`src/hw/rtl/sbat_pkg.sv`:
```
// Shared types, codes and sizes for the slotted bounded array table.
// No dependencies; every other file imports this package.
`timescale 1ns / 1ps
package sbat_pkg;

   localparam int NUM_SLOTS  = 10;
   localparam int SLOT_DEPTH = 16;

   localparam int SIDX_W = (NUM_SLOTS > 1) ? $clog2(NUM_SLOTS) : 1;
   localparam int POS_W  = (SLOT_DEPTH > 1) ? $clog2(SLOT_DEPTH) : 1;
   localparam int FILL_W = $clog2(SLOT_DEPTH + 1);
   localparam int ADDR_W = (NUM_SLOTS * SLOT_DEPTH > 1) ? $clog2(NUM_SLOTS * SLOT_DEPTH) : 1;
   localparam int MEM_DEPTH = NUM_SLOTS * SLOT_DEPTH;
   localparam int SUM_W  = ((FILL_W > 7) ? FILL_W : 7) + 2;

   localparam int OP_W   = 3;
   localparam int SLOT_W = 4;
   localparam int DATA_W = 32;
   localparam int SIZE_W = 7;
   localparam int STAT_W = 4;
   localparam int CNT_W  = 5;

   typedef enum logic [OP_W-1:0] {
      OP_CREATE = 3'd0,
      OP_APPEND = 3'd1,
      OP_DROP   = 3'd2,
      OP_REMOVE = 3'd3,
      OP_RESIZE = 3'd4,
      OP_COUNT  = 3'd5,
      OP_READ   = 3'd6,
      OP_SORTED = 3'd7
   } op_type;

   typedef enum logic [STAT_W-1:0] {
      ST_OK        = 4'd0,
      ST_BAD_SLOT  = 4'd1,
      ST_EXISTS    = 4'd2,
      ST_BAD_SIZE  = 4'd3,
      ST_NO_MEM    = 4'd4,
      ST_NO_SLOT   = 4'd5,
      ST_FULL      = 4'd6,
      ST_EMPTY     = 4'd7,
      ST_NOT_FOUND = 4'd8,
      ST_BAD_NEW   = 4'd9
   } status_type;

   // Classified command passed from front to back
   typedef struct packed {
      op_type                   op;
      logic                     slot_ok;
      logic [SIDX_W-1:0]        sidx;
      logic [ADDR_W-1:0]        base;
      logic signed [DATA_W-1:0] value;
      logic signed [SIZE_W-1:0] size_arg;
   } cmd_type;

endpackage

```
`src/hw/rtl/sbat_front.sv`:
```
// Front end: checks the slot number and forms the command for the queue.
// Depends on sbat_pkg.
`timescale 1ns / 1ps
module sbat_front (
   input  logic [2:0]         req_op,
   input  logic [3:0]         req_slot,
   input  logic signed [31:0] req_value,
   input  logic signed [6:0]  req_size_arg,
   output sbat_pkg::cmd_type  cmd
);
   import sbat_pkg::*;

   logic             ok;
   logic [SLOT_W-1:0] idx_full;

   // Classify slot number and compute its base address
   always_comb begin
      ok       = (req_slot >= SLOT_W'(1)) && (int'(req_slot) <= NUM_SLOTS);
      idx_full = req_slot - SLOT_W'(1);
      cmd.op       = op_type'(req_op);
      cmd.slot_ok  = ok;
      cmd.sidx     = ok ? SIDX_W'(idx_full) : '0;
      cmd.base     = ok ? ADDR_W'(SIDX_W'(idx_full)) * ADDR_W'(SLOT_DEPTH) : '0;
      cmd.value    = req_value;
      cmd.size_arg = req_size_arg;
   end

endmodule

```
`config.mk`:
```
export PLATFORM = sky130hd
export DESIGN_NAME = sbat_front
export DESIGN_NICKNAME = d
export VERILOG_FILES = /design/src/hw/rtl/sbat_pkg.sv /design/src/hw/rtl/sbat_front.sv
export SDC_FILE = /design/constraint.sdc
export NUM_CORES = 1
export LEC_CHECK = 0
export BUFFER_PORTS_ARGS = -buffer_cell sky130_fd_sc_hd__buf_4
export CAP_MARGIN = 30
export CELL_PAD_IN_SITES_DETAIL_PLACEMENT = 1
export CELL_PAD_IN_SITES_GLOBAL_PLACEMENT = 1
export CORE_ASPECT_RATIO = 0.6
export CORE_MARGIN = 3
export CORE_UTILIZATION = 15
export DETAILED_ROUTE_END_ITERATION = 10
export PLACE_DENSITY_LB_ADDON = 0.1
export REMOVE_ABC_BUFFERS = 1
export SETUP_SLACK_MARGIN = 0.2
export SKIP_LAST_GASP = 1
export SYNTH_ARGS = -nofsm -noshare
export SYNTH_HDL_FRONTEND = slang
export SYNTH_SLANG_ARGS = --single-unit
```
`constraint.sdc`:
```
create_clock -name vclk -period 1.85
set_input_delay 0.37 -clock vclk [all_inputs]
set_output_delay 0.37 -clock vclk [all_outputs]
set_load 0.05 [all_outputs]
```
==> results.ini <==
[die]
ioPinCount=101
core_um2=3097
die_w_um=82.23
dieHeight_um=51.74
dieArea_um2=4255
rows=15
start_util_pct=16.89

[drt]
drt_iter0_drc=16
wl_per_cell_um=34.02
wl_um=2960
drt_pre_antenna_iters=3
drt.antenna.violating_nets=0
via_per_inst=3.770
drc=0
via_count=328

[grt]
grt_pass1_wl_um=3705
grt_max_degree=5
gr-total-overflow=0
grt_pass1_vias=338
antenna_found_initial=0
grt.total_usage_pct=13.91

[synthesis]
ys_warn_count=0
ys_seq_area_share_pct=0
netlist_area_um2=523.0
syn_area_per_cell_um2=7.471
synth_cell_types=11
syn_inst=70

[sta]
maxSlewViolCount=0
clock.fmax_mhz=503.0
post-route-period-util_pct=107.5
hold_viol=0
finalCriticalPeriod_ps=1988
setup_ws_ps=-138.2
rsz0062_at_grt=true
fin_setup_tns_ps=-1192
setup_viol=9

[cells_and_area]
layout_common_cells=buf_6 (10), buf_4 (9), nor2_4 (4), conb_1 (4), buf_8 (4)
clkbuf_count=0
area_growth_pct=-2.632
fin_nets=96
seq_cells=0
register_area_um2=0
drive_above_1_share_pct=73.33
diodes=0
stdcell_count=87
final_common_cell=buf_6

[min_path]
min_path_type=input port to primary output
hp-start=req_op[0]
whs_endpoint=cmd[52]
whs_path_depth=0

[worst_setup_path]
crit_chain=buf_8 > inv_8 > ha_4 > or3b_4 > a22oi_4 > buf_6 > nor2_4 > buf_6
critPathTopFamily=buffers and inverters
endpoint_kind=primary output
path_buf_inv=4
cp_slowest_stage_delay_ps=380
critPathMaxFanout=4
critPathRequiredTime_ps=1480
worstSetupPathType=input port to primary output
slowest_stage=or3b_4
crit_path_frequent_cell=buf_6
critPathArrivalTime_ps=1620
setup.worst_path.start_class=input port

[outcome]
violations=negative setup slack
status=complete, but fails checks

[pwr]
cellLeakagePower_nw=0.2375
ir_drop_v=0.00007663
power_density_nw_per_um2=418.9

[placed_design]
io_buffers=13
dp_cells=81
gp_congestion=0.5674

[job]
maxCapViolations=0

cell usage after synthesis, drive strengths merged:
library cell | number | area (um2)
buf | 51 | 382.9
inv | 4 | 15.01
nor2 | 4 | 15.01
ha | 3 | 37.54
xnor2 | 2 | 17.52
a22oi | 1 | 21.27
and2b | 1 | 7.510
conb | 1 | 3.750
nand2b | 1 | 6.260
nor3 | 1 | 5.000
or3b | 1 | 11.26
cell type report:
type,count,area (um2)
Timing Repair Buffer,23,240.2
Fill cell,356,2587
Inverter,4,25.02
Tap cell,42,52.55
Multi-Input combinational cell,18,191.4
through the flow:
| stage | power [mW] | cell area, um2 | setup WS (ps) | hold slack (ps) | utilization [%] |
|---|---|---|---|---|---|
| detailed placement | 0.1524 | 331.6 | -186.2 | 740.7 | 10.71 |
| CTS | 0.2045 | 488.0 | -121.4 | 740.7 | 15.76 |
| global placement | 0.1560 | 331.6 | -202.5 | 740.7 | 10.71 |
| global route | 0.2235 | 509.2 | -179.4 | 740.4 | 16.44 |
| floorplan | 0.1042 | 151.4 | -722.0 | 740.0 | - |
| finish | 0.2133 | 509.2 | -138.2 | 740.4 | 16.44 |
cells by family (layout without fill, tap and decap cells):
family	count (synthesis)	count (layout)	share of synthesized area [%]
compound gates	1	1	4.067
xor+xnor	2	2	3.350
buf+inv	55	27	76.08
fa+ha+maj	3	3	7.178
simple gates	8	8	8.612
other cells	1	4	0.7170
routing by layer:
metal | share of wire [%] | global-route usage, % | up-vias
li1 | - | - | 105
met1 | 47 | 20.00 | 160
met2 | 30 | 11.97 | 63
met3 | 23 | 15.57 | 0
met4 | 0 | 0 | 0
met5 | 0 | 8.571 | -
power breakdown:
part           internal [mW]  switching [mW]
registers                  0               0
clock network              0               0
logic                 0.0854           0.128
total                 0.0854           0.128
how the worst max path moves through the flow:
| stage | end | start | depth (start not counted) | slack [ps] |
|---|---|---|---|---|
| detailed placement | cmd[50] | req_slot[0] | 7 | -190 |
| global placement | cmd[50] | req_slot[0] | 7 | -200 |
| finish | cmd[47] | req_slot[1] | 8 | -140 |
| CTS | cmd[47] | req_slot[1] | 8 | -120 |
| floorplan | cmd[45] | req_slot[0] | 5 | -720 |
| global route | cmd[43] | req_slot[1] | 8 | -180 |
what timing repair did:
item / 4_1_cts / 5_1_grt
pin swaps: 7 / 0
hold buffers: 0 / 0
endpoints found under the hold margin: 0 / 0
endpoints found under the setup margin: 9 / 9
gates resized for setup: 32 / 4
buffers inserted: 5 / 1
No activity file was read; power rests on OpenSTA's default activity.
