[src/hw/rtl/sbat_pkg.sv]
// Shared types, codes and sizes for the slotted bounded array table.
// No dependencies; every other file imports this package.
`timescale 1ns / 1ps
package sbat_pkg;

   localparam int NUM_SLOTS  = 10;
   localparam int SLOT_DEPTH = 16;

   localparam int SIDX_W = (NUM_SLOTS > 1) ? $clog2(NUM_SLOTS) : 1;
   localparam int POS_W  = (SLOT_DEPTH > 1) ? $clog2(SLOT_DEPTH) : 1;
   localparam int FILL_W = $clog2(SLOT_DEPTH + 1);
   localparam int ADDR_W = (NUM_SLOTS * SLOT_DEPTH > 1) ? $clog2(NUM_SLOTS * SLOT_DEPTH) : 1;
   localparam int MEM_DEPTH = NUM_SLOTS * SLOT_DEPTH;
   localparam int SUM_W  = ((FILL_W > 7) ? FILL_W : 7) + 2;

   localparam int OP_W   = 3;
   localparam int SLOT_W = 4;
   localparam int DATA_W = 32;
   localparam int SIZE_W = 7;
   localparam int STAT_W = 4;
   localparam int CNT_W  = 5;

   typedef enum logic [OP_W-1:0] {
      OP_CREATE = 3'd0,
      OP_APPEND = 3'd1,
      OP_DROP   = 3'd2,
      OP_REMOVE = 3'd3,
      OP_RESIZE = 3'd4,
      OP_COUNT  = 3'd5,
      OP_READ   = 3'd6,
      OP_SORTED = 3'd7
   } op_type;

   typedef enum logic [STAT_W-1:0] {
      ST_OK        = 4'd0,
      ST_BAD_SLOT  = 4'd1,
      ST_EXISTS    = 4'd2,
      ST_BAD_SIZE  = 4'd3,
      ST_NO_MEM    = 4'd4,
      ST_NO_SLOT   = 4'd5,
      ST_FULL      = 4'd6,
      ST_EMPTY     = 4'd7,
      ST_NOT_FOUND = 4'd8,
      ST_BAD_NEW   = 4'd9
   } status_type;

   // Classified command passed from front to back
   typedef struct packed {
      op_type                   op;
      logic                     slot_ok;
      logic [SIDX_W-1:0]        sidx;
      logic [ADDR_W-1:0]        base;
      logic signed [DATA_W-1:0] value;
      logic signed [SIZE_W-1:0] size_arg;
   } cmd_type;

endpackage

[src/hw/rtl/sbat_queue.sv]
// Two-entry command queue between front and back.
// Depends on sbat_pkg.
`timescale 1ns / 1ps
module sbat_queue (
   input  logic              clock,
   input  logic              reset,
   input  logic              push,
   input  sbat_pkg::cmd_type push_data,
   output logic              full,
   input  logic              pop,
   output logic              not_empty,
   output sbat_pkg::cmd_type pop_data
);
   import sbat_pkg::*;

   cmd_type    entry_ff [2];
   logic       wr_ptr_ff, wr_ptr_in;
   logic       rd_ptr_ff, rd_ptr_in;
   logic [1:0] cnt_ff, cnt_in;

   assign full      = (cnt_ff == 2'd2);
   assign not_empty = (cnt_ff != 2'd0);
   assign pop_data  = entry_ff[rd_ptr_ff];

   // Advance pointers and occupancy
   always_comb begin
      wr_ptr_in = wr_ptr_ff ^ push;
      rd_ptr_in = rd_ptr_ff ^ pop;
      cnt_in    = cnt_ff + {1'b0, push} - {1'b0, pop};
   end

   always_ff @(posedge clock) begin
      if (reset) begin
         wr_ptr_ff <= 1'b0;
         rd_ptr_ff <= 1'b0;
         cnt_ff    <= 2'd0;
      end else begin
         wr_ptr_ff <= wr_ptr_in;
         rd_ptr_ff <= rd_ptr_in;
         cnt_ff    <= cnt_in;
      end
   end

   always_ff @(posedge clock) begin
      if (push) begin
         entry_ff[wr_ptr_ff] <= push_data;
      end
   end

endmodule

[config.mk]
export PLATFORM = sky130hd
export DESIGN_NAME = sbat_queue
export DESIGN_NICKNAME = d
export VERILOG_FILES = /design/src/hw/rtl/sbat_pkg.sv /design/src/hw/rtl/sbat_queue.sv
export SDC_FILE = /design/constraint.sdc
export NUM_CORES = 1
export LEC_CHECK = 0
export ABC_CLOCK_PERIOD_IN_PS = 4200
export BUFFER_PORTS_ARGS = -buffer_cell sky130_fd_sc_hd__clkbuf_2
export CORE_MARGIN = 2
export CORE_UTILIZATION = 45
export DETAILED_ROUTE_END_ITERATION = 16
export HOLD_SLACK_MARGIN = 0.1
export PLACE_DENSITY_LB_ADDON = 0.1
export SKIP_CTS_REPAIR_TIMING = 1
export SYNTH_ARGS = -nofsm -noshare
export SYNTH_HDL_FRONTEND = slang
export SYNTH_SLANG_ARGS = --single-unit
[constraint.sdc]
create_clock -name clock -period 4.2 [get_ports clock]
set_clock_uncertainty 0.2 [all_clocks]
set_input_delay 0.21 -clock clock [delete_from_list [all_inputs] [get_ports clock]]
set_output_delay 0.21 -clock clock [all_outputs]
set_load 0.01 [all_outputs]
==> impl_metrics.py <==
metrics = {
    "placed_design": {
        "gp_congestion": 0.690,
        "portBuffers": 115,
        "postPlaceCellArea_mm2": 0.00504,
        "dp_worst_setup_slack_ns": 2.01,
        "inst_count_dp": 430,
    },
    "route": {
        "vias_per_cell": 4.47,
        "via_count": 2331,
        "post_drt_wl_per_cell_um": 14.6,
        "postRouteWirelength_um": 7590,
        "detail_route.iter0.violations": 89,
        "antenna_violation_net_count_after_detailed_routing": 0,
        "drt_pass1_iterations": 4,
        "detail_route.drc_violations": 0,
    },
    "run": {
        "max_cap_violations": 0,
    },
    "worst_hold_path": {
        "worstHoldPathCells": 2,
        "min-delay-path-class": "in2reg",
        "holdCritStartpoint": "push_data[45]",
        "min_to": "entry_ff[0][45]",
    },
    "yosys": {
        "compound_cell_area_share_of_the_yosys_netlist": 0,
        "synthAdderAreaFrac": 0.0115,
        "synth_top_family_by_area": "multiplexers",
        "yosys_register_bits": 114,
        "ys_warn_count": 0,
        "synth_seq_area_share": 0.780,
        "postSynthAreaPerCell_um2": 22.8,
        "syn-instance-count": 190,
        "mappedNetlistArea_mm2": 0.00434,
        "post_synth_xor_area_fraction": 0.00721,
        "postSynthNetCount": 253,
        "synth.area.mux_share": 0.177,
        "yosys.area_share.simple": 0.00692,
        "yosys_cell_types": 13,
    },
    "final_layout": {
        "nNetsFinal": 442,
        "fin_area_mm2": 0.00617,
        "diode_insertion_count_for_antenna_repair": 0,
        "finalNonFillerCells": 521,
        "finalCoreUtilization": 0.665,
        "synthToLayoutAreaGrowth_pct": 42.4,
        "share_of_cells_above_drive_strength_1": 0.520,
    },
    "status": {
        "outcome": "finished clean",
    },
    "floorplanning": {
        "die_h_um": 102,
        "core_mm2": 0.00928,
        "effective_utilization_at_floorplan": 0.467,
        "die_x_um": 102,
        "top_level_ports": 116,
        "fp.dieArea_mm2": 0.0104,
        "core_rows": 35,
    },
    "timing": {
        "timing.final.crit_share": 0.594,
        "timing.final.ws_setup_ns": 1.70,
        "finalSetupViolCount": 0,
        "final_hold_slack_ns": 0.246,
        "max_clock_freq_mhz": 401,
        "rsz_0062_raised_after_global_routing": "false",
        "hold_violations": 0,
        "slew_violations": 0,
        "fin_setup_tns_ns": 0,
        "tightest_slew_ns": 1.03,
        "timing.final.crit_period_ns": 2.50,
        "timing.slew.headroom": 0.312,
    },
    "critical_path": {
        "setup.worst_path.start_class": "flop",
        "timing.setup.critical_path_class": "reg2out",
        "cpPeakStageDelay_ns": 1.01,
        "worst-r2r-setup-slack_ns": 2.06,
        "ff2ff_path_depth": 3,
        "critPathCaptureType": "output port",
        "crit_family": "flip-flops",
        "instance_count_on_the_critical_path": 2,
        "worstPathBufferInverterCount": 1,
        "worst_r2r_startpoint": "wr_ptr_ff",
        "worst_path_max_delay_cell": "dfxtp_4",
        "critical_path_required_ns": 3.79,
        "critPathMaxFanout": 56,
        "critical_path.cell_chain": "mux2_2 > clkbuf_2",
        "arrival_ns": 2.09,
        "r2r-end": "entry_ff[0][36]",
    },
    "global_route": {
        "grt.total_usage": 0.141,
        "largest_net_degree_at_the_start_of_global_routing": 57,
        "grt.overflow.total": 0,
        "vias_in_the_first_global_route": 2077,
        "number_of_antenna_violations_at_the_first_check_in_global_routing": 0,
        "wire_length_of_the_first_global_routing_pass_um": 10400,
    },
    "clocking": {
        "clkTransAtPathRegs_ns": 0.05,
        "cts_buffers": 17,
        "tritoncts_num_sinks": 114,
        "clk_latency_ns": 0.49,
        "cts.path.max_buffers": 2,
        "number_of_h_tree_branching_levels": 4,
        "cts_root_buf": "clkbuf_8",
        "tritoncts": "built",
    },
    "power": {
        "powerDensity_mw_per_mm2": 483,
        "vdd.ir_drop.worst_mv": 0.307,
        "leakage_nw": 2.50,
        "power_mw": 2.98,
    },
}
synth_stat cells (all sizes together):
cell    count  share of area
buf         6          0.014
dfxtp       4          0.018
edfxtp    110           0.76
ha          4          0.012
inv         3         0.0026
mux2       55           0.18
nor2        3         0.0026
nor2b       2         0.0029
or2         1         0.0014
xnor2       1         0.0020
xnor3       1         0.0052
cells in the final DEF (no fill, tap or decap), types with 3 or more instances in the layout:
master         count
clkinv_2           3
dlygate4sd3_1     59
edfxtp_1         110
mux2_4            40
clkbuf_16         16
clkbuf_8           8
inv_1              3
dfxtp_1            3
clkbuf_1           4
mux2_2            15
clkbuf_2         115
nor2_1             3
worst max path at each step:
| stage | start | to | slack [ns] |
|---|---|---|---|
| floorplan | wr_ptr_ff | entry_ff[0][0] | 1.89 |
| global placement | wr_ptr_ff | entry_ff[0][41] | 2.00 |
| detailed placement | wr_ptr_ff | entry_ff[0][41] | 2.01 |
| CTS | rd_ptr_ff | pop_data[2] | 1.64 |
| global route | rd_ptr_ff | pop_data[47] | 1.59 |
| finish | rd_ptr_ff | pop_data[47] | 1.70 |
report_power, final:
group          internal [mW]  switching (mW)
Sequential              1.33          0.0449
Clock                  0.831           0.438
Combinational          0.200           0.138
per-layer routing:
layer / vias up / part of all wire / GRT usage
met3: 8 / 0.053 / 0.0732
met4: 0 / 0.0080 / 0.0533
met2: 75 / 0.51 / 0.224
met5: - / 0 / 0
met1: 1126 / 0.43 / 0.164
li1: 1122 / - / -
state kept, by name, summed over array words and instances (netlist names):
register and flops:
cnt_ff 2, entry_ff 110, wr_ptr_ff 1, rd_ptr_ff 1
kinds of logic (layout without fill, tap and decap cells):
| logic type | count (synthesis) | after routing |
|---|---|---|
| DFF | 114 | 114 |
| muxes | 55 | 55 |
| buffers and inverters | 9 | 211 |
| and+or+nand+nor | 6 | 6 |
| adders and majority gates | 4 | 4 |
| xor gates and xnor gates | 2 | 2 |
area by class of cell:
type / count / area, um^2
sequential: 114 / 3390
multi-input combinational: 67 / 886
fill: 668 / 3110
clock buffer: 28 / 526
timing repair buffer: 176 / 1180
tap: 129 / 161
inverter: 3 / 11.3
clock inverter: 4 / 22.5
No activity file was read; power rests on OpenSTA's default activity.
